`src/hdl/ebai_pkg.sv`:
```
`default_nettype none
package ebai_pkg;

  localparam int MAX_WIDTH   = 64;
  localparam int MAX_HEIGHT  = 64;
  localparam int COL_W       = $clog2(MAX_WIDTH);
  localparam int ROW_W       = $clog2(MAX_HEIGHT);
  localparam int ADDR_W      = COL_W + ROW_W;
  localparam int STORE_DEPTH = MAX_WIDTH * MAX_HEIGHT;
  localparam int POS_W       = (COL_W > ROW_W) ? COL_W : ROW_W;

  localparam int SIZE_W      = 7;
  localparam int ALPHA_BITS  = 16;
  localparam int PASS_W      = 2;
  localparam int SHIFT_W     = 3;
  localparam int PIX_W       = 8;
  localparam int FRAC_BITS   = 7;
  localparam int ACC_W       = PIX_W + FRAC_BITS;
  localparam int CMD_W       = 2;
  localparam int CFG_IDX_W   = 3;
  localparam int CFG_DATA_W  = 16;

  localparam logic [PIX_W-1:0] PIX_MAX = 8'hFF;

  typedef enum logic [CMD_W-1:0] {
    CMD_WRITE = 2'd0,
    CMD_RUN   = 2'd1,
    CMD_READ  = 2'd2
  } cmd_t;

  typedef enum logic [CFG_IDX_W-1:0] {
    CFG_IMAGE_WIDTH  = 3'd0,
    CFG_IMAGE_HEIGHT = 3'd1,
    CFG_BLUR_ALPHA   = 3'd2,
    CFG_PASS_COUNT   = 3'd3,
    CFG_BOOST_SHIFT  = 3'd4
  } cfg_idx_t;

  typedef enum logic [1:0] {
    OP_SMOOTH = 2'd0,
    OP_ZERO   = 2'd1,
    OP_BOOST  = 2'd2
  } op_kind_t;

  typedef struct packed {
    logic [SIZE_W-1:0]     width;
    logic [SIZE_W-1:0]     height;
    logic [ALPHA_BITS-1:0] alpha;
    logic [PASS_W-1:0]     passes;
    logic [SHIFT_W-1:0]    boost;
  } cfg_t;

  // One pixel operation handed from the sequencer to the memory pipeline.
  typedef struct packed {
    logic              valid;
    op_kind_t          kind;
    logic [ADDR_W-1:0] addr;
    logic              first;
  } pix_op_t;

  typedef struct packed {
    logic              en;
    logic [ADDR_W-1:0] addr;
    logic [PIX_W-1:0]  data;
  } mem_wr_t;

  // Size registers of 0 act as 1, values above the maximum act as the maximum.
  function automatic logic [SIZE_W-1:0] clamp_size(input logic [SIZE_W-1:0] v,
                                                   input logic [SIZE_W-1:0] max_v);
    logic [SIZE_W-1:0] r;
    if (v == '0) begin
      r = SIZE_W'(1);
    end else if (v > max_v) begin
      r = max_v;
    end else begin
      r = v;
    end
    return r;
  endfunction

endpackage
`default_nettype wire

```
`src/hdl/ebai_filter.sv`:
```
`default_nettype none
module ebai_filter
  import ebai_pkg::*;
(
  input  wire logic                  clk,
  input  wire logic                  rst_n,
  input  wire pix_op_t               op,
  input  wire logic [ALPHA_BITS-1:0] alpha,
  input  wire logic [SHIFT_W-1:0]    boost,
  input  wire logic [PIX_W-1:0]      rdata,
  output mem_wr_t                    wr
);

  localparam int DIFF_W = ACC_W + 2;
  localparam int PROD_W = ALPHA_BITS + 1 + DIFF_W;
  localparam int STEP_W = PROD_W - ALPHA_BITS;
  localparam int WIDE_W = PIX_W + (1 << SHIFT_W) - 1;

  pix_op_t                   op2_r;
  logic [ACC_W-1:0]          z_r;
  logic [ACC_W-1:0]          z_cur;
  logic [ACC_W-1:0]          z_new;
  logic [ACC_W-1:0]          target;
  logic signed [DIFF_W-1:0]  diff;
  logic signed [PROD_W-1:0]  prod;
  logic signed [STEP_W-1:0]  step;
  logic signed [STEP_W-1:0]  sum;
  logic [WIDE_W-1:0]         shifted;
  logic [PIX_W-1:0]          boost_val;

  always_ff @(posedge clk) begin
    if (!rst_n) begin
      op2_r <= '0;
      z_r   <= '0;
    end else begin
      op2_r <= op;
      if (op2_r.valid && (op2_r.kind == OP_SMOOTH)) begin
        z_r <= z_new;
      end
    end
  end

  // The first sample of a sweep starts from an empty accumulator.
  assign z_cur  = op2_r.first ? '0 : z_r;
  assign target = {rdata, {FRAC_BITS{1'b0}}};
  assign diff   = $signed({2'b00, target}) - $signed({2'b00, z_cur});
  assign prod   = $signed({1'b0, alpha}) * diff;
  // Arithmetic right shift rounds toward minus infinity.
  assign step   = STEP_W'(prod >>> ALPHA_BITS);
  assign sum    = $signed({{(STEP_W-ACC_W){1'b0}}, z_cur}) + step;
  assign z_new  = sum[ACC_W-1:0];

  assign shifted   = {{(WIDE_W-PIX_W){1'b0}}, rdata} << boost;
  assign boost_val = (|shifted[WIDE_W-1:PIX_W]) ? PIX_MAX : shifted[PIX_W-1:0];

  always_comb begin
    wr.en   = op2_r.valid;
    wr.addr = op2_r.addr;
    case (op2_r.kind)
      OP_SMOOTH: wr.data = z_new[ACC_W-1:FRAC_BITS];
      OP_BOOST:  wr.data = boost_val;
      default:   wr.data = '0;
    endcase
  end

endmodule
`default_nettype wire

```
`config.mk`:
```
export PLATFORM = sky130hd
export DESIGN_NAME = ebai_filter
export DESIGN_NICKNAME = d
export VERILOG_FILES = /design/src/hdl/ebai_pkg.sv /design/src/hdl/ebai_filter.sv
export SDC_FILE = /design/constraint.sdc
export NUM_CORES = 1
export LEC_CHECK = 0
export BUFFER_PORTS_ARGS = -buffer_cell sky130_fd_sc_hd__buf_2
export CORE_MARGIN = 2
export CORE_UTILIZATION = 45
export DETAILED_ROUTE_END_ITERATION = 6
export PLACE_DENSITY = 0.62
export SYNTH_ARGS = -nofsm -noshare
export SYNTH_HDL_FRONTEND = slang
export SYNTH_SLANG_ARGS = --single-unit
```
`constraint.sdc`:
```
create_clock -name clk -period 10.2 [get_ports clk]
set_input_delay 0.51 -clock clk [delete_from_list [all_inputs] [get_ports clk]]
set_output_delay 0.51 -clock clk [all_outputs]
set_load 0.02 [all_outputs]
```
==> metrics.yaml, run 1 <==
status: "finished with violations"
violations: "DRC"
vias: 8369
syn_nets: 1646
r2r-start: "op2_r[0]$_SDFF_PN0_"
fillers: 2301
drc_errors: 3
netlist_instances: 1273
cp_slowest_cell: "fa_1"
cp_num_buf_inv: 6
nets: 1687
drt_iter0_markers: 353
ant_nets: 0
setup_viol: 0
cts_buffers: 5
clock-sinks: 31
wire_per_inst_um: 16.2
antenna_found_initial: 0
cts_tree: "yes"
layout_common_cells: "271 x inv_1, 193 x fa_1, 190 x nand2_1, 128 x ha_1, 107 x and2_1"
ys_top_cells_by_area: "fa_1 36%, ha_1 16%, inv_1 9.4%"
initial_utilization: 0.459
critPathMaxFanout: 9
cp-end-kind: "output pin"
drive_above_1_share: 0.119
synth-edff-count: 0
drtPass1Iterations: 7
place_ws_ns: 0.103
rows: 56
place.gp.congestion: 0.858
startpoint_type: "flip-flop"
relSlewSlack: 0.543
final_common_cell: "inv_1"
netlist_area_mm2: 0.0108
fin_crit_sh: 0.956
crit_required_ns: 9.69
port-buffer-count: 65
fmax_mhz: 103
cap_violations: 0
max-clock-path-buffers: 2
track_usage: 0.216
ys_warn_count: 0
critPathKind: "reg -> out"
fp.dieW_um: 159
coreArea_mm2: 0.0235
synth_seq_area_share: 0.0575
grt_max_degree: 37
path_clk_slew_ns: 0.05
path_delay_family: "adder cells"
diodes: 0
crit_path_start: "op2_r[0]$_SDFF_PN0_"
crit_top_cell: "fa_1"
hold_viol: 0
ioPinCount: 66
post_synth.cell_area_avg_um2: 8.48
holdCritStartpoint: "op[9]"
slowest_delay_ns: 0.50
clock_skew_ns: 0.00381
slew_viol_final: 0
grt_pass1_vias: 8730
die_h_um: 159
worstMarginPinSlew_ns: 0.685
synth_top_area_frac: 0.360
clk_latency_ns: 0.27
grt-ovfl-total: 0
synth.largest_area_cell: "fa_1"
cts_max_level: 2
hp-class: "in -> reg"
clockRootBuffer: "clkbuf_16"
synth-seq-cells: 31
grt_first_pass_wirelength_mm: 43.9
period_minus_slack_ns: 9.75
area_growth_pct: 9.69
synth_cell_types: 62
synth_ff_type: "dfxtp_1"
wl_mm: 26.5
setup_slack_ns: 0.453
async_flop_share: 0
vias_per_cell: 5.12
die_area_mm2: 0.0253
critPathArrivalTime_ns: 9.24
hpwl_mm: 20.7
## cells by family after synthesis
kind of cell / count (synthesis) / synth area share
fa+ha+maj: 328 / 0.515
buf+inv: 331 / 0.121
compound gates: 124 / 0.0836
xor+xnor: 42 / 0.0365
simple gates: 411 / 0.180
flops: 31 / 0.0575
mux: 6 / 0.00649
## stage by stage
step	instances	TNS [ns]	area [µm²]	hold slack (ns)	util
after global placement	1619	0	11400	0.453	0.484
after floorplan	1273	0	10800	0.444	-
after detailed placement	1619	0	11400	0.469	0.484
after global routing	1634	-0.0160	11800	0.441	0.503
after CTS	1627	0	11600	0.434	0.491
final	1634	0	11800	0.439	0.503
## routing by layer
layer	up-vias	track usage	share of wire
li1	3962	-	-
met1	4186	0.282	0.43
met2	172	0.387	0.51
met3	49	0.0185	0.033
met4	0	0.0541	0.027
met5	-	0	0
## path summary, 6_finish.rpt
path | slack, ns | depth (start not counted) | endpoint
setup / recovery | 0.45 | 37 | wr[7]
hold / removal | 0.44 | 2 | wr[16]$_SDFF_PN0_
setup reg to reg | 1.23 | 36 | z_r[14]$_SDFFE_PN0P_
hold reg to reg | 0.47 | 2 | z_r[12]$_SDFFE_PN0P_
## cells in the mapped netlist (3+ instances only)
cell type  instances
inv_1            271
fa_1             194
nand2_1          193
ha_1             134
and2_1           107
nor2_1            54
clkbuf_1          37
dfxtp_1           31
xnor2_1           29
a21oi_1           27
nor3_1            20
o21ai_0           19
buf_4             13
a21o_1            12
xor2_1            11
nor2b_1            9
or3_1              8
a21boi_0           7
buf_2              7
o21a_1             6
a211oi_1           5
a31oi_1            5
nand4_1            5
mux2i_1            4
o211ai_1           4
a211o_1            3
o21ai_1            3
o21bai_1           3
o31a_1             3
o41ai_2            3
## state kept, by name, indices dropped and copies added, names as in the netlist
name,flops
z_r,15
wr,13
op2_r,3
## area by class of cell
type | count | area [µm²] | share of cell area
flip-flops and latches | 31 | 622 | 0.0525
well taps | 319 | 399 | 0.0337
inverters | 273 | 1020 | 0.0865
multi-input cells | 911 | 9110 | 0.769
repair buffers | 92 | 534 | 0.0451
clock buffers | 8 | 156 | 0.0132
## repair_timing
item	CTS	global route
pin swaps	0	18
hold buffers	0	0
resized for setup	3	43
setup endpoints to repair	1	6
setup buffers	0	7
Power of run 1 is not shown: default switching activity piles up to over one toggle a cycle in this logic, so the estimate is an artifact.
==> inputs of run 2 (changes only) <==
CELL_PAD_IN_SITES_DETAIL_PLACEMENT = 2   (was default)
CELL_PAD_IN_SITES_GLOBAL_PLACEMENT = 2   (was default)
CORE_MARGIN = default   (was 2)
CORE_UTILIZATION = 40   (was 45)
PLACE_DENSITY = 0.84   (was 0.62)
==> run 2 against run 1 <==
  * Register-to-register slack worse by 0.86 ns
  * Utilization is 3.8 points lower
  * Final area up 3.1%
  * Critical path depth grew 1
  * Sequential cell count is the same
  * Highest routed layer unchanged
  * The run ends with setup timing left
  * Global-route usage is 6.4 points higher
  * Die area is 9.5% higher
  * Cell count rose by 2.1%
==> metrics.yaml, run 2 (synthesis results as in run 1) <==
hpwl_mm: 29.1  # +41%
status: "finished with violations"
hold_viol: 0  # unchanged
finalSetupTns_ns: -1.97  # -1.97 ns
critPathKind: "reg -> out"
antenna_found_initial: 0  # unchanged
hp-class: "in -> reg"
r2r-start: "op2_r[0]$_SDFF_PN0_"
cp-end-kind: "output pin"
worstMarginPinSlew_ns: 0.805  # +0.120 ns
die_area_mm2: 0.0277  # +9.5%
grt_first_pass_wirelength_mm: 59.6  # +36%
dpl-instance-area_mm2: 0.0114  # about the same
fmax_mhz: 94.4  # -7.9%
grt-ovfl-total: 0  # unchanged
fp.dieW_um: 166  # +4.7%
cts_tree: "yes"
wire_per_inst_um: 28.4  # +75%
ant_nets: 0  # unchanged
rrSetupSlack_ns: 0.37  # -0.86 ns
cp_slowest_cell: "fa_1"
final_cell_area_mm2: 0.0122  # +3.1%
path_clk_slew_ns: 0.06  # about the same
clockRootBuffer: "clkbuf_16"
critPathMaxFanout: 9  # unchanged
vias_per_cell: 5.69  # +11%
cts_buffers: 5  # unchanged
setup_viol: 8  # +8
grt_max_degree: 37  # unchanged
diodes: 0  # unchanged
worst-r2r-cell-count: 37  # +2.8%
fin_crit_sh: 1.04  # +0.0824
place_ws_ns: -0.306  # -0.409 ns
wl_mm: 47.3  # +79%
drt_iter0_markers: 579  # +64%
drc_errors: 0  # -3
final_common_cell: "inv_1"
port-buffer-count: 65  # unchanged
clock-sinks: 31  # unchanged
largest_reg_flops: 15  # unchanged
largest-register: "z_r"
coreArea_mm2: 0.0263  # +12%
crit_path_start: "op2_r[0]$_SDFF_PN0_"
vias: 9496  # +13%
setup_slack_ns: -0.388  # -0.841 ns
ioPinCount: 66  # unchanged
grt_pass1_vias: 10700  # +23%
r2r-end: "z_r[14]$_SDFFE_PN0P_"
drive_above_1_share: 0.149  # +0.0307
crit_top_cell: "fa_1"
period_minus_slack_ns: 10.59  # +0.841 ns
place.gp.congestion: 0.858  # unchanged
violations: "setup timing"
layout_common_cells: "270 x inv_1, 192 x fa_1, 184 x nand2_1, 121 x ha_1, 107 x and2_1"
cap_violations: 0  # unchanged
relSlewSlack: 0.460  # -0.0834
area_growth_pct: 13.1
startpoint_type: "flip-flop"
track_usage: 0.279  # +0.0635
slew_viol_final: 0  # unchanged
crit_required_ns: 9.69  # about the same
crit_path_end: "wr[7]"
clk_latency_ns: 0.29  # +0.02 ns
max-clock-path-buffers: 2  # unchanged
drtPass1Iterations: 5  # -2
nets: 1706  # +1.1%
rows: 59  # +5.4%
die_h_um: 166  # +4.7%
cts_max_level: 2  # unchanged
slowest_delay_ns: 0.60  # +0.10 ns
initial_utilization: 0.411  # -0.0478
clock_skew_ns: 0.0123  # +0.00846 ns
critPathArrivalTime_ns: 10.08  # +0.84 ns
ctsHoldBuffers: 0  # unchanged
## run 2: per-layer routing
layer,share of wire,track usage
met2,0.53,0.546
met1,0.37,0.314
met4,0.072,0.103
met3,0.031,0.0212
met5,0,0
## run 2: how the worst min path moves through the flow
stage | start | endpoint | depth (start not counted)
3_3_place_gp | z_r[9]$_SDFFE_PN0P_ | z_r[9]$_SDFFE_PN0P_ | 2
4_1_cts | op[11] | wr[18]$_SDFF_PN0_ | 2
3_5_place_dp | z_r[12]$_SDFFE_PN0P_ | z_r[12]$_SDFFE_PN0P_ | 2
2_1_floorplan | z_r[12]$_SDFFE_PN0P_ | z_r[12]$_SDFFE_PN0P_ | 2
5_1_grt | op[6] | wr[13]$_SDFF_PN0_ | 2
6_report | op[3] | wr[10]$_SDFF_PN0_ | 2
## run 2: what timing repair did
item	CTS	global route
pin swaps	3	37
buffers inserted	4	25
endpoints found under the setup margin	8	8
resized for setup	19	70
endpoints found under the hold margin	0	0
## run 2: cell type report
| type | instances | area [µm²] |
|---|---|---|
| Fill cell | 2885 | 14100 |
| Inverter | 273 | 1030 |
| Sequential cell | 31 | 626 |
| Tap cell | 335 | 419 |
| Multi-Input combinational cell | 911 | 9300 |
| Clock buffer | 6 | 139 |
| Clock inverter | 1 | 5.00 |
| Timing Repair Buffer | 111 | 696 |
## run 2: worst max-delay path: cells and delay by family, from the launching register on
family / cells / cell delay [ns]
AO/OA/AOI/OAI: 8 / 2.21
XOR/XNOR: 3 / 0.68
adder cells (fa/ha/maj): 9 / 4.14
buffers and inverters: 8 / 1.08
flip-flops: 1 / 0.37
AND/OR/NAND/NOR: 10 / 1.29
## run 2: through the flow
stage          hold slack, ns  std cells  utilization
2_1_floorplan           0.444       1273            -
3_3_place_gp            0.453       1632        0.433
3_5_place_dp            0.472       1632        0.433
4_1_cts                 0.441       1643        0.443
5_1_grt                 0.452       1668        0.465
6_report                0.437       1668        0.465
Power of run 2 is left out for the same reason.
