$ cat src/hdl/ebai_pkg.sv
`default_nettype none
package ebai_pkg;

  localparam int MAX_WIDTH   = 64;
  localparam int MAX_HEIGHT  = 64;
  localparam int COL_W       = $clog2(MAX_WIDTH);
  localparam int ROW_W       = $clog2(MAX_HEIGHT);
  localparam int ADDR_W      = COL_W + ROW_W;
  localparam int STORE_DEPTH = MAX_WIDTH * MAX_HEIGHT;
  localparam int POS_W       = (COL_W > ROW_W) ? COL_W : ROW_W;

  localparam int SIZE_W      = 7;
  localparam int ALPHA_BITS  = 16;
  localparam int PASS_W      = 2;
  localparam int SHIFT_W     = 3;
  localparam int PIX_W       = 8;
  localparam int FRAC_BITS   = 7;
  localparam int ACC_W       = PIX_W + FRAC_BITS;
  localparam int CMD_W       = 2;
  localparam int CFG_IDX_W   = 3;
  localparam int CFG_DATA_W  = 16;

  localparam logic [PIX_W-1:0] PIX_MAX = 8'hFF;

  typedef enum logic [CMD_W-1:0] {
    CMD_WRITE = 2'd0,
    CMD_RUN   = 2'd1,
    CMD_READ  = 2'd2
  } cmd_t;

  typedef enum logic [CFG_IDX_W-1:0] {
    CFG_IMAGE_WIDTH  = 3'd0,
    CFG_IMAGE_HEIGHT = 3'd1,
    CFG_BLUR_ALPHA   = 3'd2,
    CFG_PASS_COUNT   = 3'd3,
    CFG_BOOST_SHIFT  = 3'd4
  } cfg_idx_t;

  typedef enum logic [1:0] {
    OP_SMOOTH = 2'd0,
    OP_ZERO   = 2'd1,
    OP_BOOST  = 2'd2
  } op_kind_t;

  typedef struct packed {
    logic [SIZE_W-1:0]     width;
    logic [SIZE_W-1:0]     height;
    logic [ALPHA_BITS-1:0] alpha;
    logic [PASS_W-1:0]     passes;
    logic [SHIFT_W-1:0]    boost;
  } cfg_t;

  // One pixel operation handed from the sequencer to the memory pipeline.
  typedef struct packed {
    logic              valid;
    op_kind_t          kind;
    logic [ADDR_W-1:0] addr;
    logic              first;
  } pix_op_t;

  typedef struct packed {
    logic              en;
    logic [ADDR_W-1:0] addr;
    logic [PIX_W-1:0]  data;
  } mem_wr_t;

  // Size registers of 0 act as 1, values above the maximum act as the maximum.
  function automatic logic [SIZE_W-1:0] clamp_size(input logic [SIZE_W-1:0] v,
                                                   input logic [SIZE_W-1:0] max_v);
    logic [SIZE_W-1:0] r;
    if (v == '0) begin
      r = SIZE_W'(1);
    end else if (v > max_v) begin
      r = max_v;
    end else begin
      r = v;
    end
    return r;
  endfunction

endpackage
`default_nettype wire

$ cat src/hdl/ebai_seq.sv
`default_nettype none
module ebai_seq
  import ebai_pkg::*;
(
  input  wire logic clk,
  input  wire logic rst_n,
  input  wire logic go,
  input  wire cfg_t cfg,
  output logic      busy,
  output logic      done,
  output pix_op_t   op
);

  typedef enum logic [6:0] {
    SQ_IDLE  = 7'b0000001,
    SQ_FWD   = 7'b0000010,
    SQ_FZERO = 7'b0000100,
    SQ_BWD   = 7'b0001000,
    SQ_BZERO = 7'b0010000,
    SQ_BOOST = 7'b0100000,
    SQ_DRAIN = 7'b1000000
  } seq_state_t;

  seq_state_t        state_r, state_nxt;
  logic [POS_W-1:0]  pos_r, pos_nxt;
  logic [POS_W-1:0]  line_r, line_nxt;
  logic              vert_r, vert_nxt;
  logic [PASS_W-1:0] round_r, round_nxt;

  logic [SIZE_W-1:0] w_c, h_c, len, nlines, last_pos, last_line, pos_ext, line_ext;
  logic [ROW_W-1:0]  row;
  logic [COL_W-1:0]  col;

  assign w_c       = clamp_size(cfg.width, SIZE_W'(MAX_WIDTH));
  assign h_c       = clamp_size(cfg.height, SIZE_W'(MAX_HEIGHT));
  assign len       = vert_r ? h_c : w_c;
  assign nlines    = vert_r ? w_c : h_c;
  assign last_pos  = len - SIZE_W'(1);
  assign last_line = nlines - SIZE_W'(1);
  assign pos_ext   = SIZE_W'(pos_r);
  assign line_ext  = SIZE_W'(line_r);

  // A vertical line walks down one column; a horizontal line walks along one row.
  assign row = vert_r ? pos_r[ROW_W-1:0] : line_r[ROW_W-1:0];
  assign col = vert_r ? line_r[COL_W-1:0] : pos_r[COL_W-1:0];

  assign busy = (state_r != SQ_IDLE);

  // A line of one pixel has no samples, only the two end clears.
  function automatic seq_state_t line_entry(input logic [SIZE_W-1:0] n);
    return (n == SIZE_W'(1)) ? SQ_FZERO : SQ_FWD;
  endfunction

  function automatic logic [POS_W-1:0] pos_entry(input logic [SIZE_W-1:0] n);
    return (n == SIZE_W'(1)) ? '0 : POS_W'(1);
  endfunction

  always_comb begin
    state_nxt = state_r;
    pos_nxt   = pos_r;
    line_nxt  = line_r;
    vert_nxt  = vert_r;
    round_nxt = round_r;
    done      = 1'b0;
    op.valid  = 1'b0;
    op.kind   = OP_ZERO;
    op.addr   = {row, col};
    op.first  = 1'b0;
    case (state_r)
      SQ_IDLE: begin
        if (go) begin
          round_nxt = '0;
          line_nxt  = '0;
          if (cfg.passes != '0) begin
            vert_nxt  = 1'b1;
            state_nxt = line_entry(h_c);
            pos_nxt   = pos_entry(h_c);
          end else if (cfg.boost != '0) begin
            vert_nxt  = 1'b0;
            pos_nxt   = '0;
            state_nxt = SQ_BOOST;
          end else begin
            state_nxt = SQ_DRAIN;
          end
        end
      end
      SQ_FWD: begin
        op.valid = 1'b1;
        op.kind  = OP_SMOOTH;
        op.first = (pos_r == POS_W'(1));
        if (pos_ext == last_pos) begin
          state_nxt = SQ_FZERO;
        end else begin
          pos_nxt = pos_r + POS_W'(1);
        end
      end
      SQ_FZERO: begin
        op.valid = 1'b1;
        if (pos_r == '0) begin
          state_nxt = SQ_BZERO;
        end else begin
          pos_nxt   = pos_r - POS_W'(1);
          state_nxt = SQ_BWD;
        end
      end
      SQ_BWD: begin
        op.valid = 1'b1;
        op.kind  = OP_SMOOTH;
        op.first = ((pos_ext + SIZE_W'(1)) == last_pos);
        if (pos_r == '0) begin
          state_nxt = SQ_BZERO;
        end else begin
          pos_nxt = pos_r - POS_W'(1);
        end
      end
      SQ_BZERO: begin
        op.valid = 1'b1;
        if (line_ext != last_line) begin
          line_nxt  = line_r + POS_W'(1);
          state_nxt = line_entry(len);
          pos_nxt   = pos_entry(len);
        end else if (vert_r) begin
          vert_nxt  = 1'b0;
          line_nxt  = '0;
          state_nxt = line_entry(w_c);
          pos_nxt   = pos_entry(w_c);
        end else if (({1'b0, round_r} + (PASS_W+1)'(1)) == {1'b0, cfg.passes}) begin
          round_nxt = '0;
          line_nxt  = '0;
          pos_nxt   = '0;
          state_nxt = (cfg.boost != '0) ? SQ_BOOST : SQ_DRAIN;
        end else begin
          round_nxt = round_r + PASS_W'(1);
          vert_nxt  = 1'b1;
          line_nxt  = '0;
          state_nxt = line_entry(h_c);
          pos_nxt   = pos_entry(h_c);
        end
      end
      SQ_BOOST: begin
        op.valid = 1'b1;
        op.kind  = OP_BOOST;
        if (pos_ext == last_pos) begin
          pos_nxt = '0;
          if (line_ext == last_line) begin
            state_nxt = SQ_DRAIN;
          end else begin
            line_nxt = line_r + POS_W'(1);
          end
        end else begin
          pos_nxt = pos_r + POS_W'(1);
        end
      end
      SQ_DRAIN: begin
        // The last write-back lands at the end of this cycle.
        done      = 1'b1;
        pos_nxt   = '0;
        line_nxt  = '0;
        vert_nxt  = 1'b0;
        state_nxt = SQ_IDLE;
      end
      default: begin
        state_nxt = SQ_IDLE;
      end
    endcase
  end

  always_ff @(posedge clk) begin
    if (!rst_n) begin
      state_r <= SQ_IDLE;
      pos_r   <= '0;
      line_r  <= '0;
      vert_r  <= 1'b0;
      round_r <= '0;
    end else begin
      state_r <= state_nxt;
      pos_r   <= pos_nxt;
      line_r  <= line_nxt;
      vert_r  <= vert_nxt;
      round_r <= round_nxt;
    end
  end

endmodule
`default_nettype wire

$ cat config.mk
export PLATFORM = sky130hd
export DESIGN_NAME = ebai_seq
export DESIGN_NICKNAME = d
export VERILOG_FILES = /design/src/hdl/ebai_pkg.sv /design/src/hdl/ebai_seq.sv
export SDC_FILE = /design/constraint.sdc
export NUM_CORES = 1
export LEC_CHECK = 0
export ABC_AREA = 1
export ABC_CLOCK_PERIOD_IN_PS = 2400
export BUFFER_PORTS_ARGS = -buffer_cell sky130_fd_sc_hd__buf_2
export CORE_MARGIN = 1.5
export CORE_UTILIZATION = 45
export CTS_CLUSTER_DIAMETER = 200
export CTS_CLUSTER_SIZE = 16
export DETAILED_ROUTE_END_ITERATION = 7
export PLACE_DENSITY = 0.68
export REMOVE_ABC_BUFFERS = 1
export SLEW_MARGIN = 20
export SYNTH_ARGS = -nofsm -noshare
export SYNTH_HDL_FRONTEND = slang
export SYNTH_SLANG_ARGS = --single-unit
$ cat constraint.sdc
create_clock -name clk -period 2.4 [get_ports clk]
set_clock_uncertainty 0.05 [all_clocks]
set_input_delay 0.24 -clock clk [delete_from_list [all_inputs] [get_ports clk]]
set_output_delay 0.24 -clock clk [all_outputs]
set_load 0.05 [all_outputs]
==> out/metrics.yaml, run 1 <==
drt:
  vias_per_cell: 5.46
  wl_mm: 10.1
  first_iter_violations: 284
  remaining_drc_errors: 0
  num_vias: 3757
  firstDrtPassIters: 7
  wl_per_cell_um: 14.7
  drtAntennaViolNets: 0
clock_tree:
  clk_path_buf_depth: 2
  cts_tree: "done"
  cts-root-buf: "clkbuf_8"
  clkSlewWorstSetupHoldPaths_ns: 0.09
  cts_buffers: 3
  cts_max_level: 1
  clkLatencyLatePin_ns: 0.27
  cts_hold_buf: 0
  cts.sinks: 22
placed_design:
  place.gp.congestion: 0.916
  pre_cts_slack_ns: -0.418
  place_area_um2: 3520
  io_buffer_count: 39
  dp_hpwl_mm: 7.10
global_routing:
  antenna_found_initial: 0
  grt_pass1_wl_mm: 15.5
  grt_pass1_vias: 3417
  track_usage_pct: 29.7
  overflow: 0
  grt_max_degree: 19
power:
  cellLeakagePower_uw: 0.00201
  vdd_ir_drop_max_mv: 0.588
  p_per_area_nw_per_um2: 890
floorplanning:
  core_region_area_um2: 5960
  dieHeight_um: 81.9
  rows: 28
  ios: 56
  start_util_pct: 47.1
  die_width_um: 81.9
  die_area_um2: 6710
synth:
  synth_cell_type_count: 41
  synth_seq_cells: 22
  synth_flop_cell: "dfxtp_1"
  muxShareOfSynthArea_pct: 0
  synth_top_family_by_area: "simple AND/OR/NAND/NOR gates"
  synth_top_area_share_pct: 18.8
  synth_commonest_cells: "nand2_1, nand3_1, inv_1"
  ys_seq_area_share_pct: 15.7
  yosys-top-cells-area: "nand2_1, dfxtp_1, nand3_1"
  syn_area_per_cell_um2: 5.70
  synthSimpleGateAreaFrac_pct: 51.9
  synthAdderAreaFrac_pct: 4.02
  syn-cell-area_um2: 2800
  yosysMostFrequentCell: "nand2_1"
  synth-xor-area-share_pct: 5.00
  yosys_warnings: 0
  synth_compound_area_share_pct: 12.3
  synth_cells: 492
  async_flop_share_pct: 0
  synth_edf_count: 0
  yosysTopAreaCell: "nand2_1"
sta:
  worst_slack_ns: -0.266
  rsz0062_at_grt: "yes"
  finalMaxSlewViolations: 0
  fin_crit_sh_pct: 111
  hold_viol_final: 0
  clock.fmax_ghz: 0.375
  finalSetupViolations: 20
  worst_pin_slew_ns: 0.591
  min_period_ns: 2.67
  timing.hold.ws_ns: 0.164
  slew_headroom_pct: 60.4
finish:
  num-nets-final: 661
  diodes: 0
  final_area_um2: 4170
  area_growth_pct: 48.9
  drive_above_1_share_pct: 40.3
hold_path:
  hold_class: "input port to flip-flop"
outcome:
  outcome: "finished, violations left"
  violations: "negative setup slack"
setup_path:
  worstSetupPathType: "input port to flip-flop"
  path_buf_inv: 3
  crit_path_start_kind: "input port"
  cp_top_family: "simple AND/OR/NAND/NOR gates"
  crit_path_end_kind: "flip-flop"
  slowest_stage: "ha_4"
  critical_path_arrival_ns: 2.82
  required_ns: 2.55
  path_cells: "buf_2, nor2_1, nand3_2, nand2_4, nand3_1, nand2_2, inv_2, ha_4, xor2_1, nand2_1, nor2_1, nand2_1, nor2_1, nand2_1, nor2_4, nand3_4, nand2_4, o21a_1, nand3_2, inv_2, nand2_2, a21oi_2"
  max_stage_delay_ns: 0.26
  crit_path_max_fanout: 6
run:
  maxCapViolCount: 0
cell usage in the layout (no fill, tap or decap), types with 6 or more instances in the layout:
cell type    n
nand3_1     50
inv_1       46
nand3_2     16
dfxtp_1     21
xor2_1      12
ha_1         6
o21ai_2      7
nand2_2     23
nand2_4     11
o21ai_0     17
inv_2       18
buf_2       38
nor2_4       7
nor3_1      11
nand4_1     11
buf_4       79
nor2_1      43
nand2_1    115
buf_6       11
a21oi_1     16
registers in the layout (all words and copies together), names as in the netlist:
signal / flops
state_r: 7
line_r: 6
pos_r: 6
round_r: 2
vert_r: 1
kinds of logic (layout without fill, tap and decap cells):
kind of cell	Yosys count	count (layout)
adders and majority gates	9	9
and+or+nand+nor	307	307
AOI/OAI and AO/OA	58	58
buffers and inverters	80	201
xor gates and xnor gates	16	16
DFF	22	22
per-stage QoR:
step,instances,setup TNS (ns),power [uW],util [%]
6_report,688,-3.66,3710,70.1
5_1_grt,688,-7.51,3980,70.1
4_1_cts,678,-1.41,3420,66.7
3_5_place_dp,658,-7.02,2660,59.1
3_3_place_gp,658,-5.90,2630,59.1
2_1_floorplan,480,-13.81,1990,-
what timing repair did:
action	in CTS	in global routing
pin swaps	36	19
gates resized for setup	69	35
endpoints found under the setup margin	20	21
setup buffers	17	10
cell type report:
class                      instances  area [um2]
clock buffer                       3        41.3
fill                             520        1780
tap                               75        93.8
multi-input combinational        390        2370
clock inverter                     1        30.0
timing repair buffer             129         927
inverter                          68         265
sequential                        22         444
report_power, final:
part / total, uW / internal (uW) / switching (uW)
Sequential: 504 / 432 / 71.7
Clock: 361 / 223 / 138
Combinational: 2850 / 1150 / 1700
per-layer routing:
metal	share of wire, %	track usage (%)	vias up
li1	-	-	1850
met3	5.7	4.22	24
met2	49	49.8	147
met4	2.2	9.66	0
met1	43	38.7	1736
met5	0	0	-
worst paths after layout:
| path | start | endpoint | slack [ns] | cells after the start |
|---|---|---|---|---|
| worst max-delay path | cfg[23] | state_r[5] | -0.27 | 22 |
| worst min-delay path | rst_n | state_r[0] | 0.16 | 2 |
| worst max register to register | vert_r | state_r[5] | -0.22 | 20 |
| worst min register to register | round_r[1] | round_r[1] | 0.46 | 2 |
Note: power is estimated with default switching activity, not from simulation.
==> run 2: changes to the inputs <==
--- a/config.mk
+++ b/config.mk
@@ -8,13 +8,16 @@
 export ABC_AREA = 1
 export ABC_CLOCK_PERIOD_IN_PS = 2400
 export BUFFER_PORTS_ARGS = -buffer_cell sky130_fd_sc_hd__buf_2
+export CELL_PAD_IN_SITES_DETAIL_PLACEMENT = 0
+export CELL_PAD_IN_SITES_GLOBAL_PLACEMENT = 1
 export CORE_MARGIN = 1.5
-export CORE_UTILIZATION = 45
+export CORE_UTILIZATION = 34
 export CTS_CLUSTER_DIAMETER = 200
 export CTS_CLUSTER_SIZE = 16
 export DETAILED_ROUTE_END_ITERATION = 7
-export PLACE_DENSITY = 0.68
+export PLACE_DENSITY = 0.75
 export REMOVE_ABC_BUFFERS = 1
+export SETUP_SLACK_MARGIN = 0.2
 export SLEW_MARGIN = 20
 export SYNTH_ARGS = -nofsm -noshare
 export SYNTH_HDL_FRONTEND = slang
==> run 2 against run 1 <==
Against the previous run: the flow still finishes with violations (negative setup slack); via count down 7.0%; core utilization down 20 points; flip-flop and latch count unchanged; non-clock buffer count down 20.
==> out/metrics.yaml, run 2 (synthesis gave the netlist of run 1 again) <==
sta:
  timing.hold.ws_ns: 0.166  # was 0.164 ns
  finalMaxSlewViolations: 0  # unchanged
  finalSetupViolations: 18  # was 20
  min_period_ns: 2.61  # was 2.67 ns
  worst_slack_ns: -0.213  # was -0.266 ns
  clock.fmax_ghz: 0.383  # was 0.375 GHz
  hold_viol_final: 0  # unchanged
  fin_crit_sh_pct: 109  # was 111%
  slew_headroom_pct: 60.5  # was 60.4%
  worst_pin_slew_ns: 0.589  # was 0.591 ns
  rsz0062_at_grt: "yes"  # unchanged
global_routing:
  grt_max_degree: 30  # was 19
  overflow: 0  # unchanged
  antenna_found_initial: 0  # unchanged
  track_usage_pct: 22.1  # was 29.7%
  grt_pass1_wl_mm: 15.6  # was 15.5 mm
  grt_pass1_vias: 3300  # was 3,417
clock_tree:
  clkLatencyLatePin_ns: 0.27  # about the same
  cts-root-buf: "clkbuf_8"  # unchanged
  cts_max_level: 1  # unchanged
  cts.sinks: 22  # unchanged
  clk_path_buf_depth: 2  # unchanged
  clkSlewWorstSetupHoldPaths_ns: 0.08  # was 0.09 ns
  cts_buffers: 3  # unchanged
  cts_tree: "done"  # unchanged
floorplanning:
  ios: 56  # unchanged
  dieHeight_um: 93.8  # was 81.9 um
  rows: 32  # was 28
  start_util_pct: 35.7  # was 47.1%
  die_width_um: 93.8  # was 81.9 um
  core_region_area_um2: 7850  # was 5960 um2
  die_area_um2: 8800  # was 6710 um2
power:
  intPower_uw: 1520  # was 1810 uW
  p_comb_share_pct: 77.2  # was 76.7%
  power_frac_seq_pct: 15.5  # was 13.6%
  p_per_area_nw_per_um2: 829  # was 890 nW/um2
  vdd_ir_drop_max_mv: 0.404  # was 0.588 mV
  pwr-share-clk_pct: 7.3  # was 9.7%
  cellLeakagePower_uw: 0.00189  # was 0.00201 uW
  p_switching_uw: 1760  # was 1900 uW
  switching_share_pct: 53.7  # was 51.3%
outcome:
  violations: "negative setup slack"  # unchanged
  outcome: "finished, violations left"  # unchanged
drt:
  firstDrtPassIters: 5  # was 7
  first_iter_violations: 126  # was 284
  num_vias: 3495  # was 3,757
  wl_per_cell_um: 13.6  # was 14.7 um
  vias_per_cell: 5.04  # was 5.46
  remaining_drc_errors: 0  # unchanged
  wl_mm: 9.44  # was 10.1 mm
  drtAntennaViolNets: 0  # unchanged
hold_path:
  hold_class: "input port to flip-flop"  # unchanged
placed_design:
  io_buffer_count: 39  # unchanged
  pre_cts_slack_ns: -0.458  # was -0.418 ns
  place.gp.congestion: 0.928  # was 0.916
  dp_hpwl_mm: 7.54  # was 7.10 mm
finish:
  post-route-util_pct: 50.5  # was 70.1%
  drive_above_1_share_pct: 35.3  # was 40.3%
  layout_common_cells: "nand2_1, buf_4, nand3_1, inv_1, nor2_1"  # unchanged
  layout_commonest_cell: "nand2_1"  # unchanged
  num-nets-final: 641  # was 661
  top_regs: "state_r x7, line_r x6, pos_r x6"  # unchanged
  area_growth_pct: 41.4  # was 48.9%
  largest_register_ffs: 7  # unchanged
  diodes: 0  # unchanged
  regMostFlops: "state_r"  # unchanged
  fillerInstances: 851  # was 520
setup_path:
  crit_path_max_fanout: 7  # was 6
  crit_path_end_kind: "primary output"  # was flip-flop
  critical_path_arrival_ns: 2.32  # was 2.82 ns
  required_ns: 2.11  # was 2.55 ns
  worstSetupPathType: "flip-flop to primary output"  # was input port to flip-flop
  crit_path_start_kind: "flip-flop"  # was input port
run:
  maxCapViolCount: 0  # unchanged
run 2: worst max-delay path, stage by stage (launching register included):
cell and delay, ns:
dfxtp_4 0.43, buf_4 0.14, nor2_4 0.04, nand2_1 0.12, nand2_4 0.08, inv_2 0.08
ha_4 0.14, inv_1 0.06, buf_4 0.13, nor2_4 0.09, nand2_1 0.06, nand2_1 0.07
nand2_2 0.06, xnor2_1 0.12, nor2_1 0.09, nand3_1 0.08, o21ai_1 0.11, buf_6 0.18
run 2: worst paths after layout:
check                           startpoint    endpoint  slack (ns)  cells past startpoint
worst max-delay path                vert_r       op[0]       -0.21                     17
worst min-delay path                 rst_n  state_r[0]        0.17                      2
worst max register to register      vert_r    pos_r[2]       -0.17                     18
worst min register to register    pos_r[1]    pos_r[1]        0.45                      2
run 2: power by group through the flow:
stage          registers (uW)  logic (uW)  clock network, uW
4_1_cts                   511        2380                241
3_3_place_gp              503        2130                  0
5_1_grt                   518        2800                250
2_1_floorplan             534        1460                  0
6_report                  510        2530                239
3_5_place_dp              504        2150                  0
run 2: what timing repair did:
item                                    CTS  global route
gates cloned                              0             0
hold buffers                              0             0
resized for setup                        52            35
buffers inserted                          7             7
endpoints found under the setup margin   21            22
pin swaps                                28            20
run 2: final cells by class:
| type | count | area [um2] | area share (%) |
|---|---|---|---|
| multi-input cells | 390 | 2320 | 58.5 |
| repair buffers | 109 | 758 | 19.1 |
| flip-flops and latches | 22 | 452 | 11.4 |
| inverters | 68 | 265 | 6.69 |
| well taps | 102 | 128 | 3.22 |
| clock buffers | 3 | 41.3 | 1.04 |
run 2: stage by stage:
stage                     cells  instance area, um2  total power, uW  setup TNS (ns)
after floorplan             480                2750             1990          -13.81
after global placement      677                3490             2640           -7.13
after detailed placement    677                3490             2650           -7.84
after CTS                   687                3800             3130           -2.28
after global routing        694                3960             3570           -6.12
final                       694                3960             3280           -2.62
run 2: metal layers:
| metal | GRT usage [%] | vias to the layer above | routed length (um) |
|---|---|---|---|
| met5 | 0 | - | 0 |
| met2 | 37.5 | 66 | 4600 |
| met4 | 5.22 | 0 | 187 |
| met3 | 2.35 | 12 | 393 |
| met1 | 29.7 | 1608 | 4270 |
| li1 | - | 1809 | - |
==> run 3: changes to the inputs <==
--- a/config.mk
+++ b/config.mk
@@ -16,7 +16,6 @@
 export CTS_CLUSTER_SIZE = 16
 export DETAILED_ROUTE_END_ITERATION = 7
 export PLACE_DENSITY = 0.75
-export REMOVE_ABC_BUFFERS = 1
 export SETUP_SLACK_MARGIN = 0.2
 export SLEW_MARGIN = 20
 export SYNTH_ARGS = -nofsm -noshare
==> run 3 against run 2 <==
Against the previous run: the run still ends with negative setup slack left; worst hold slack lost 0.026 ns; cell area up 6.8%; combinational power increased by 11%; count of clock-buffer cells in the layout is the same; final cell count rose by 1.4%; global-route usage is 0.35 points higher; via count grew 1.6%; fmax grew 0.85%; die area unchanged; critical path depth down 3; worst setup slack improved by 0.022 ns; power increased by 8.8%.
==> out/metrics.yaml, run 3 (synthesis gave the netlist of run 1 again) <==
placed_design:
  dp_hpwl_mm: 7.63  # was 7.54 mm
  io_buffer_count: 39  # unchanged
  place.gp.congestion: 0.965  # was 0.928
  place_area_um2: 3710  # was 3490 um2
sta:
  fin_crit_sh_pct: 108  # was 109%
  timing.hold.ws_ns: 0.140  # was 0.166 ns
  min_period_ns: 2.59  # was 2.61 ns
  clock.fmax_ghz: 0.386  # was 0.383 GHz
  finalSetupTns_ns: -1.35  # was -2.62 ns
  slew_headroom_pct: 60.8  # was 60.5%
  finalMaxSlewViolations: 0  # unchanged
  finalSetupViolations: 19  # was 18
  hold_viol_final: 0  # unchanged
  worst_pin_slew_ns: 0.585  # was 0.589 ns
  rsz0062_at_grt: "yes"  # unchanged
  worst_slack_ns: -0.191  # was -0.213 ns
finish:
  largest_register_ffs: 7  # unchanged
  final_area_um2: 4230  # was 3960 um2
  layout_common_cells: "nand2_1, buf_4, nand3_1, inv_1, buf_2"  # was nand2_1, buf_4, nand3_1, inv_1, nor2_1
  diodes: 0  # unchanged
  drive_above_1_share_pct: 40.9  # was 35.3%
  fillerInstances: 811  # was 851
  num-nets-final: 651  # was 641
  top_regs: "state_r x7, line_r x6, pos_r x6"  # unchanged
  layout_commonest_cell: "nand2_1"  # unchanged
  area_growth_pct: 51.0  # was 41.4%
  regMostFlops: "state_r"  # unchanged
hold_path:
  hold_path_depth: 2  # unchanged
  hp-start: "rst_n"  # unchanged
  hold_class: "input port to flip-flop"  # unchanged
setup_path:
  crit_path_start_kind: "flip-flop"  # unchanged
  path_cells: "buf_12, buf_4, nand3_4, o21ai_4, buf_4, buf_4, nand2_2, nand2_2, nand2_1, nand3_2, nor4_4, nand3_2, o21ai_4, buf_6"  # was buf_4, nor2_4, nand2_1, nand2_4, inv_2, ha_4, inv_1, buf_4, nor2_4, nand2_1, nand2_1, nand2_2, xnor2_1, nor2_1, nand3_1, o21ai_1, buf_6
  critical_path_arrival_ns: 2.30  # was 2.32 ns
  worstSetupPathType: "flip-flop to primary output"  # unchanged
  crit_path_end_kind: "primary output"  # unchanged
  cp-startpoint: "vert_r"  # unchanged
  cp_top_family: "simple AND/OR/NAND/NOR gates"  # unchanged
  cpMostUsedCell: "buf_4"  # was nand2_1
  crit_path_max_fanout: 5  # was 7
  max_stage_delay_ns: 0.39  # was 0.43 ns
  path_buf_inv: 5  # unchanged
  required_ns: 2.11  # about the same
  cp_num_cells: 14  # was 17
  timing.rr.start: "vert_r"  # unchanged
  slowest_stage: "dfxtp_4"  # unchanged
  reg2reg_depth: 20  # was 18
global_routing:
  grt_util_met3_pct: 2.10  # was 2.35%
  grtUsageMet1_pct: 32.6  # was 29.7%
  top_usage_layer: "met2"  # unchanged
  track_usage_pct: 22.4  # was 22.1%
  grt_pass1_vias: 3365  # was 3,300
  antenna_found_initial: 0  # unchanged
  use_met2_pct: 36.2  # was 37.5%
  grt_max_degree: 30  # unchanged
  overflow: 0  # unchanged
  grt_pass1_wl_mm: 15.9  # was 15.6 mm
drt:
  wl_per_cell_um: 13.9  # was 13.6 um
  first_iter_violations: 191  # was 126
  wl_mm: 9.82  # was 9.44 mm
  firstDrtPassIters: 4  # was 5
  vias_per_cell: 5.05  # was 5.04
  remaining_drc_errors: 0  # unchanged
  drtAntennaViolNets: 0  # unchanged
  num_vias: 3552  # was 3,495
outcome:
  violations: "negative setup slack"  # unchanged
  outcome: "finished, violations left"  # unchanged
power:
  p_per_area_nw_per_um2: 844  # was 829 nW/um2
  cellLeakagePower_uw: 0.00197  # was 0.00189 uW
  p_total_uw: 3570  # was 3280 uW
  vdd_ir_drop_max_mv: 0.462  # was 0.404 mV
clock_tree:
  cts_hold_buf: 0  # unchanged
  clk_path_buf_depth: 2  # unchanged
  cts_max_level: 1  # unchanged
  clkSlewWorstSetupHoldPaths_ns: 0.09  # was 0.08 ns
  cts-root-buf: "clkbuf_8"  # unchanged
  cts_buffers: 3  # unchanged
  cts_tree: "done"  # unchanged
  clkLatencyLatePin_ns: 0.27  # about the same
  cts.sinks: 22  # unchanged
floorplanning:
  start_util_pct: 35.7  # unchanged
  die_width_um: 93.8  # unchanged
  die_area_um2: 8800  # unchanged
  dieHeight_um: 93.8  # unchanged
  rows: 32  # unchanged
  ios: 56  # unchanged
  core_region_area_um2: 7850  # unchanged
run:
  maxCapViolCount: 0  # unchanged
synth:
  synth_nets: 539
-- run 3: cell types whose count changed in the layout (fill, tap and decap cells not counted), moves of 5 or more --
cell     change
nand3_2      +6
nand2_2      +7
nand2_1      -7
nor2_4       +5
nor2_1       -5
nand3_1      -6
buf_4        +7
-- run 3: report_power, final --
part	internal, uW	total (uW)	leakage (uW)	switching (uW)
Combinational	1120	2820	0.00177	1690
Sequential	431	516	0.000180	84.4
Clock	112	240	0.0000216	128
Total	1670	3570	0.00197	1900
-- run 3: cell type report --
class / count / area, um2 / area share (%)
repair buffers: 119 / 865 / 20.4
inverters: 68 / 263 / 6.21
clock buffers: 3 / 41.3 / 0.975
well taps: 102 / 128 / 3.02
flip-flops and latches: 22 / 448 / 10.6
multi-input cells: 390 / 2490 / 58.8
-- run 3: metrics by stage --
stage | setup WS [ns] | std cells | util (%)
after floorplan | -0.130 | 492 | -
after detailed placement | -0.318 | 685 | 47.2
after CTS | -0.169 | 693 | 50.1
final | -0.191 | 704 | 53.9
after global routing | -0.343 | 704 | 53.9
after global placement | -0.316 | 685 | 47.2
-- run 3: what timing repair did --
action / 4_1_cts / 5_1_grt
pin swaps: 23 / 27
resized for setup: 35 / 48
setup buffers: 5 / 11
setup endpoints to repair: 21 / 22
-- run 3: metal layers --
layer  share of wire [%]  vias to the layer above
met4                0.95                        0
met2                  47                       92
met1                  48                     1621
met5                   0                        -
met3                 4.6                       11
li1                    -                     1828
-- run 3: worst paths after layout --
kind	slack, ns	end
setup / recovery	-0.19	op[0]
hold / removal	0.14	state_r[0]
setup reg to reg	-0.11	state_r[1]
hold reg to reg	0.46	round_r[1]
